### src/design/ffa_pkg.sv
// Package of the first-fit allocator core: sizes, command and status codes,
// datapath operation codes and the control/status structs.
// Depends on nothing; every other design file imports it.
`default_nettype none

package ffa_pkg;

    localparam int MAX_EXTENTS  = 16;
    localparam int MAX_LIVE     = 32;
    localparam int HEADER_BYTES = 16;
    localparam int ADDR_BITS    = 32;

    localparam int EXT_IW = $clog2(MAX_EXTENTS);
    localparam int EXT_CW = $clog2(MAX_EXTENTS + 1);
    localparam int REC_IW = $clog2(MAX_LIVE);
    localparam int CNT_W  = ((EXT_IW > REC_IW) ? EXT_IW : REC_IW) + 1;
    localparam int LIM_W  = (ADDR_BITS >= 32) ? 32 : ADDR_BITS;

    localparam logic [1:0] CMD_ALLOC   = 2'd0;
    localparam logic [1:0] CMD_RELEASE = 2'd1;
    localparam logic [1:0] CMD_INIT    = 2'd2;

    localparam logic [1:0] CFG_BASE = 2'd0;
    localparam logic [1:0] CFG_SIZE = 2'd1;

    localparam logic [2:0] ST_OK      = 3'd0;
    localparam logic [2:0] ST_NOFIT   = 3'd1;
    localparam logic [2:0] ST_FULL    = 3'd2;
    localparam logic [2:0] ST_UNKNOWN = 3'd3;
    localparam logic [2:0] ST_BAD     = 3'd4;

    typedef enum logic [4:0] {
        OP_NONE,
        OP_LOAD,
        OP_INIT,
        OP_SLOT,
        OP_SCAN_NEXT,
        OP_SPLIT,
        OP_TAKE_ALL,
        OP_SHIFT_DN,
        OP_SHRINK,
        OP_REC_STEP,
        OP_REC_HIT,
        OP_FINDP_STEP,
        OP_MERGE_BOTH,
        OP_MERGE_PREV,
        OP_MERGE_NEXT,
        OP_UP_INIT,
        OP_SHIFT_UP,
        OP_INSERT,
        OP_FIN_ALLOC,
        OP_FIN_REL,
        OP_FIN_PLAIN
    } dp_op_t;

    typedef enum logic [1:0] {
        RD_CUR,
        RD_NEXT,
        RD_PREV
    } rd_sel_t;

    typedef struct packed {
        dp_op_t     op;
        rd_sel_t    rd_sel;
        logic [2:0] fin_status;
    } ctl_cmd_t;

    typedef struct packed {
        logic [1:0] command;
        logic       bad_req;
        logic       rel_zero;
        logic       slot_full;
        logic       scan_end;
        logic       scan_hit;
        logic       scan_small;
        logic       dn_more;
        logic       rec_end;
        logic       rec_hit;
        logic       p_stop;
        logic       join_prev;
        logic       join_next;
        logic       ext_full;
        logic       up_more;
    } dp_status_t;

endpackage

`default_nettype wire

### src/design/ffa_ctrl.sv
// Sequencer of the allocator core: walks each command through its steps.
// Depends on ffa_pkg; drives ffa_datapath through ctl_cmd_t.
`default_nettype none

module ffa_ctrl (
    input  wire                 clk,
    input  wire                 rst_n,
    input  wire                 start,
    output logic                busy,
    input  wire ffa_pkg::dp_status_t stat,
    output ffa_pkg::ctl_cmd_t   cmd
);
    import ffa_pkg::*;

    typedef enum logic [2:0] {
        S_IDLE,
        S_DECODE,
        S_SCAN,
        S_SHIFT_DN,
        S_LOOKUP,
        S_FINDP,
        S_SHIFT_UP,
        S_COMMIT
    } state_t;

    state_t state_reg, state_next;

    always_comb
    begin
        state_next     = state_reg;
        cmd.op         = OP_NONE;
        cmd.rd_sel     = RD_CUR;
        cmd.fin_status = ST_OK;
        case (state_reg)
            S_IDLE:
            begin
                if (start)
                begin
                    cmd.op     = OP_LOAD;
                    state_next = S_DECODE;
                end
            end
            S_DECODE:
            begin
                state_next = S_IDLE;
                case (stat.command)
                    CMD_ALLOC:
                    begin
                        if (stat.bad_req)
                        begin
                            cmd.op         = OP_FIN_PLAIN;
                            cmd.fin_status = ST_BAD;
                        end
                        else if (stat.slot_full)
                        begin
                            cmd.op         = OP_FIN_PLAIN;
                            cmd.fin_status = ST_FULL;
                        end
                        else
                        begin
                            cmd.op     = OP_SLOT;
                            state_next = S_SCAN;
                        end
                    end
                    CMD_RELEASE:
                    begin
                        if (stat.rel_zero)
                        begin
                            cmd.op = OP_FIN_PLAIN;
                        end
                        else
                        begin
                            state_next = S_LOOKUP;
                        end
                    end
                    CMD_INIT:
                    begin
                        cmd.op = OP_INIT;
                    end
                    default:
                    begin
                        cmd.op         = OP_FIN_PLAIN;
                        cmd.fin_status = ST_BAD;
                    end
                endcase
            end
            S_SCAN:
            begin
                if (stat.scan_end)
                begin
                    cmd.op         = OP_FIN_PLAIN;
                    cmd.fin_status = ST_NOFIT;
                    state_next     = S_IDLE;
                end
                else if (stat.scan_hit && stat.scan_small)
                begin
                    cmd.op     = OP_TAKE_ALL;
                    state_next = S_SHIFT_DN;
                end
                else if (stat.scan_hit)
                begin
                    cmd.op     = OP_SPLIT;
                    state_next = S_COMMIT;
                end
                else
                begin
                    cmd.op = OP_SCAN_NEXT;
                end
            end
            S_SHIFT_DN:
            begin
                cmd.rd_sel = RD_NEXT;
                if (stat.dn_more)
                begin
                    cmd.op = OP_SHIFT_DN;
                end
                else
                begin
                    cmd.op     = OP_SHRINK;
                    state_next = S_COMMIT;
                end
            end
            S_LOOKUP:
            begin
                if (stat.rec_end)
                begin
                    cmd.op         = OP_FIN_PLAIN;
                    cmd.fin_status = ST_UNKNOWN;
                    state_next     = S_IDLE;
                end
                else if (stat.rec_hit)
                begin
                    cmd.op     = OP_REC_HIT;
                    state_next = S_FINDP;
                end
                else
                begin
                    cmd.op = OP_REC_STEP;
                end
            end
            S_FINDP:
            begin
                if (!stat.p_stop)
                begin
                    cmd.op = OP_FINDP_STEP;
                end
                else if (stat.join_prev && stat.join_next)
                begin
                    cmd.op     = OP_MERGE_BOTH;
                    state_next = S_SHIFT_DN;
                end
                else if (stat.join_prev)
                begin
                    cmd.op     = OP_MERGE_PREV;
                    state_next = S_COMMIT;
                end
                else if (stat.join_next)
                begin
                    cmd.op     = OP_MERGE_NEXT;
                    state_next = S_COMMIT;
                end
                else if (stat.ext_full)
                begin
                    cmd.op         = OP_FIN_PLAIN;
                    cmd.fin_status = ST_FULL;
                    state_next     = S_IDLE;
                end
                else
                begin
                    cmd.op     = OP_UP_INIT;
                    state_next = S_SHIFT_UP;
                end
            end
            S_SHIFT_UP:
            begin
                cmd.rd_sel = RD_PREV;
                if (stat.up_more)
                begin
                    cmd.op = OP_SHIFT_UP;
                end
                else
                begin
                    cmd.op     = OP_INSERT;
                    state_next = S_COMMIT;
                end
            end
            S_COMMIT:
            begin
                cmd.op     = (stat.command == CMD_ALLOC) ? OP_FIN_ALLOC : OP_FIN_REL;
                state_next = S_IDLE;
            end
            default:
            begin
                state_next = S_IDLE;
            end
        endcase
    end

    always_ff @(posedge clk or negedge rst_n)
    begin
        if (!rst_n)
        begin
            state_reg <= S_IDLE;
        end
        else
        begin
            state_reg <= state_next;
        end
    end

    assign busy = (state_reg != S_IDLE);

endmodule

`default_nettype wire

### config.mk
export PLATFORM = sky130hd
export DESIGN_NAME = ffa_ctrl
export DESIGN_NICKNAME = d
export VERILOG_FILES = /design/src/design/ffa_pkg.sv /design/src/design/ffa_ctrl.sv
export SDC_FILE = /design/constraint.sdc
export NUM_CORES = 1
export LEC_CHECK = 0
export ABC_AREA = 1
export BUFFER_PORTS_ARGS = -buffer_cell sky130_fd_sc_hd__buf_4
export CORE_MARGIN = 1.5
export CORE_UTILIZATION = 40
export CTS_CLUSTER_DIAMETER = 50
export DETAILED_ROUTE_END_ITERATION = 16
export PLACE_DENSITY = 0.69
export SLEW_MARGIN = 30
export SYNTH_ARGS = -nofsm -noshare
export SYNTH_HDL_FRONTEND = slang
export SYNTH_SLANG_ARGS = --single-unit
### constraint.sdc
create_clock -name clk -period 3 [get_ports clk]
set_clock_uncertainty 0.05 [all_clocks]
set_input_delay 0.15 -clock clk [delete_from_list [all_inputs] [get_ports clk]]
set_output_delay 0.15 -clock clk [all_outputs]
set_load 0.005 [all_outputs]
# [After elaboration in Yosys (flattened, before gate mapping)]
# Cells that the tools add are included.
[word_totals] regBits=3 latchBits=0 ramBits=0 mem_bits_ro=0 in_bits=19 output_inout_bits=11 wordCells=72 mem_count=0
[classes] addsub=0 mul=0 div_mod_pow=0 order_cmp=0 n_eq_ne=15 shifts=0 muxes=49 n_bitwise=0 reduce_logical=7
[op_table] operator="2-to-1 mux 5 bit" n=10
[op_table] operator="2-to-1 mux 3 bit" n=15
[op_table] operator="one-hot mux 5 bit (8 select lines)" n=1
[op_table] operator="one-hot mux 3 bit (8 select lines)" n=1
[op_table] operator="2-to-1 mux 2 bit" n=11
[op_table] operator="one-hot mux 5 bit (3 select lines)" n=1
[op_table] operator="equality test 3 bit, second input constant" n=4
[op_table] operator="one-hot mux 3 bit (2 select lines)" n=2
[op_table] operator="one-hot mux 3 bit (4 select lines)" n=1
[op_table] operator="!= test 2 bit, second input constant" n=4
[op_table] operator="equality test 3 x 2 -> 1 bit, second input constant" n=2
[op_table] operator="AND reduction 6 bit" n=1
[op_table] operator="2-to-1 mux 1 bit" n=5
[op_table] operator="2-to-1 mux 4 bit" n=1
[op_table] operator="!= test 4 bit, second input constant" n=1
[op_table] operator="one-hot mux 2 bit (2 select lines)" n=1
[op_table] operator="equality test 3 x 1 -> 1 bit, second input constant" n=1
[op_table] operator="logical NOT 3 bit" n=1
[op_table] operator="!= test 3 bit, second input constant" n=1
[op_table] operator="nonzero test 3 bit" n=1
[op_table] operator="equality test 2 x 1 -> 1 bit, second input constant" n=1
[op_table] operator="equality test 2 bit, second input constant" n=1
[op_table] operator="logical AND 1 bit" n=2
[op_table] operator="logical NOT 2 bit" n=1
[op_table] operator="OR reduction 2 bit" n=1

# [Logic depth before layout (Yosys ltp)]
[logic_depth] word_depth=6 mapped_depth=10 depth_no_buf=9

# [Worst setup path after synthesis]
# Ideal clock, no wire load.
[synth_timing] path_kind="register to output" start="register state_reg[0]" end="output port cmd[5] (netlist bit)" arrival_time_ns=1.009 t_required_ns=2.800 setup_slack_ns=1.791 path_stages_with_launch=9 path_buffers=1 cell_sequence="dfrtp_1 -> buf_6 -> inv_2 -> nand3_2 -> nor2_2 -> nand2_1 -> nand2_1 -> nor2_1 -> nand3_1"
[synth_lines] element="start, declared" line="ffa_ctrl.sv:26" rtl="state_t state_reg, state_next;"
[synth_lines] element="start signal, assigned" line="ffa_ctrl.sv:207" rtl="state_reg <= state_next;"
[synth_lines] element="end, declared" line="ffa_ctrl.sv:11" rtl="output ffa_pkg::ctl_cmd_t cmd"

==> results.sh <==
export IMPL_placedCellCount=183
export IMPL_worstPathArrival_ns=1.68
export IMPL_drive_gt1_frac=0.282
export IMPL_nNetsFinal=183
export IMPL_start_util=0.421
export IMPL_largest_reg_flops=3
export IMPL_fin_setup_tns_ns=0
export IMPL_startpoint_type="flop"
export IMPL_final_cells=188
export IMPL_maxSlewViolCount=0
export IMPL_critical_path_top_delay_family="flip-flops"
export IMPL_utilization=0.568
export IMPL_fillers=184
export IMPL_hpwl_um=1690
export IMPL_p_leak_uw=0.000600
export IMPL_row_count=15
export IMPL_yosys_warnings=0
export IMPL_end_kind="output port"
export IMPL_cts_root_buf="clkbuf_4"
export IMPL_crit_chain="nand4_2 > nand2_1 > inv_1 > nand4_1 > buf_4"
export IMPL_cts_clk_slew_worst_paths_ns=0.04
export IMPL_antenna_found_initial=0
export IMPL_clockBufferDepth=2
export IMPL_fp_dieH_um=45.4
export IMPL_crit_path_max_fanout=10
export IMPL_period_needed_ns=1.88
export IMPL_final_common_cell="nand2_1"
export IMPL_synth_seq_area_share=0.104
export IMPL_tightest_slew_ns=0.572
export IMPL_drc=0
export IMPL_status="completed"
export IMPL_ir_drop_mv=0.422
export IMPL_cts_buffers=3
export IMPL_fmax_ghz=0.532
export IMPL_hold_viol_final=0
export IMPL_wl_per_cell_um=10.8
export IMPL_syn_inst=132
export IMPL_clock_latency_ns=0.24
export IMPL_num_vias=932
export IMPL_setup_viol=0
export IMPL_crit_buf_inv=2
export IMPL_rsz0062_at_grt="no"
export IMPL_crit_path_top_delay_cell="dfrtp_1"
export IMPL_final_cell_mix="nand2_1, buf_4, nor2_1"
export IMPL_grt_ovfl_total=0
export IMPL_cts_max_level=1
export IMPL_grt_pass1_wl_um=3350
export IMPL_syn_area_per_cell_um2=5.45
export IMPL_cts_sinks=3
export IMPL_ys_seq_elements=3
export IMPL_wl_um=2030
export IMPL_grt_pass1_vias=807
export IMPL_pin_count=30
export IMPL_drv_cap=0
export IMPL_io_buffers=29
export IMPL_hp_class="input pin to async pin"
export IMPL_cts_resized_gates=0
export IMPL_track_usage=0.220
export IMPL_antenna_left=0
export IMPL_drt_pass1_iter_count=4
export IMPL_synth_area_um2=719
export IMPL_slowest_delay_ns=0.70
export IMPL_drt_vias_per_instance=4.96
export IMPL_synth_cell_type_count=22
export IMPL_gp_congestion=0.855
export IMPL_drt_iter0_drc=29
export IMPL_syn_nets=151
export IMPL_area_growth_pct=35.0
export IMPL_dieArea_um2=2060
export IMPL_fin_crit_sh=0.626
export IMPL_cts_tree="yes"
export IMPL_dieWidth_um=45.4
export IMPL_powerDensity_nw_per_um2=796
export IMPL_synthTopCellsByArea="nand2_1, dfrtp_1, nor2_1"
export IMPL_insertedDiodeCount=0
export IMPL_grt_max_degree=13
export IMPL_core_area_um2=1710
export IMPL_synth_top_area_frac=0.230
export IMPL_crit_type="flop to output port"
export IMPL_required_ns=2.80
export IMPL_max_slew_margin=0.619
export IMPL_yosys_area_top_type="nand2_1"
==> per-layer routing <==
metal | up-vias | track usage | routed length (um)
met1 | 410 | 0.308 | 887
met2 | 36 | 0.358 | 1000
met3 | 2 | 0.0119 | 135
met4 | 0 | 0.0706 | 12
met5 | - | 0 | 0
li1 | 484 | - | -
==> final timing paths <==
| path | cells after the start | slack, ns | endpoint | from |
|---|---|---|---|---|
| setup / recovery | 5 | 1.12 | cmd[6] | state_reg[1]$_DFFE_PN0P_ |
| hold / removal | 2 | 0.19 | state_reg[0]$_DFFE_PN0P_ | rst_n |
| min in group clk | 5 | 0.29 | state_reg[0]$_DFFE_PN0P_ | stat[2] |
| hold reg to reg | 2 | 0.77 | state_reg[1]$_DFFE_PN0P_ | state_reg[1]$_DFFE_PN0P_ |
| max in group asynchronous | 2 | 2.62 | state_reg[2]$_DFFE_PN0P_ | rst_n |
| setup reg to reg | 7 | 1.46 | state_reg[2]$_DFFE_PN0P_ | state_reg[1]$_DFFE_PN0P_ |
==> where the power goes <==
part / switching, uW / total [uW] / internal [uW]
clock: 22.0 / 72.0 / 49.9
sequential: 86.5 / 147 / 60.8
combinational: 301 / 554 / 253
==> what timing repair did <==
item | 4_1_cts | 5_1_grt
hold endpoints to repair | 3 | 0
setup buffers | 0 | 0
hold buffers | 1 | 0
==> final cells by class <==
| cell class | count | area (um^2) | area share |
|---|---|---|---|
| Inverter | 22 | 87.6 | 0.0902 |
| Clock buffer | 4 | 26.3 | 0.0271 |
| Multi-Input combinational cell | 104 | 523 | 0.539 |
| Timing Repair Buffer | 30 | 228 | 0.235 |
| Tap cell | 25 | 31.3 | 0.0322 |
| Sequential cell | 3 | 75.1 | 0.0773 |
==> cell families after synthesis <==
family,Yosys count,synth area share
simple gates,93,0.637
compound gates,11,0.0904
buf+inv,25,0.169
flops,3,0.104
==> stage by stage <==
| step | setup slack, ns | total power [uW] | cell area [um^2] | hold WS (ns) |
|---|---|---|---|---|
| floorplan | 1.79 | 519 | 719 | -0.196 |
| global placement | 1.41 | 695 | 935 | -0.111 |
| detailed placement | 1.38 | 697 | 935 | -0.110 |
| CTS | 1.14 | 773 | 971 | 0.187 |
| global route | 1.01 | 846 | 971 | 0.213 |
| finish | 1.12 | 773 | 971 | 0.186 |
==> synthesized netlist by cell type <==
cell type and n:
a21boi_1 1, nor2_2 3, dfrtp_1 3, nand4_1 6, nand2_1 44, nor2_8 1, nor2_1 20, nor3_1 1
nand3_1 8, inv_2 2, nor2_4 1, buf_6 3, inv_1 19, nand3_2 5, nand4_2 1, o21bai_1 2
o211ai_1 1, nand3b_1 3, inv_6 1, o21ai_0 4, o21ai_1 1, a21oi_1 2
Note: power is estimated with default switching activity, not from simulation.
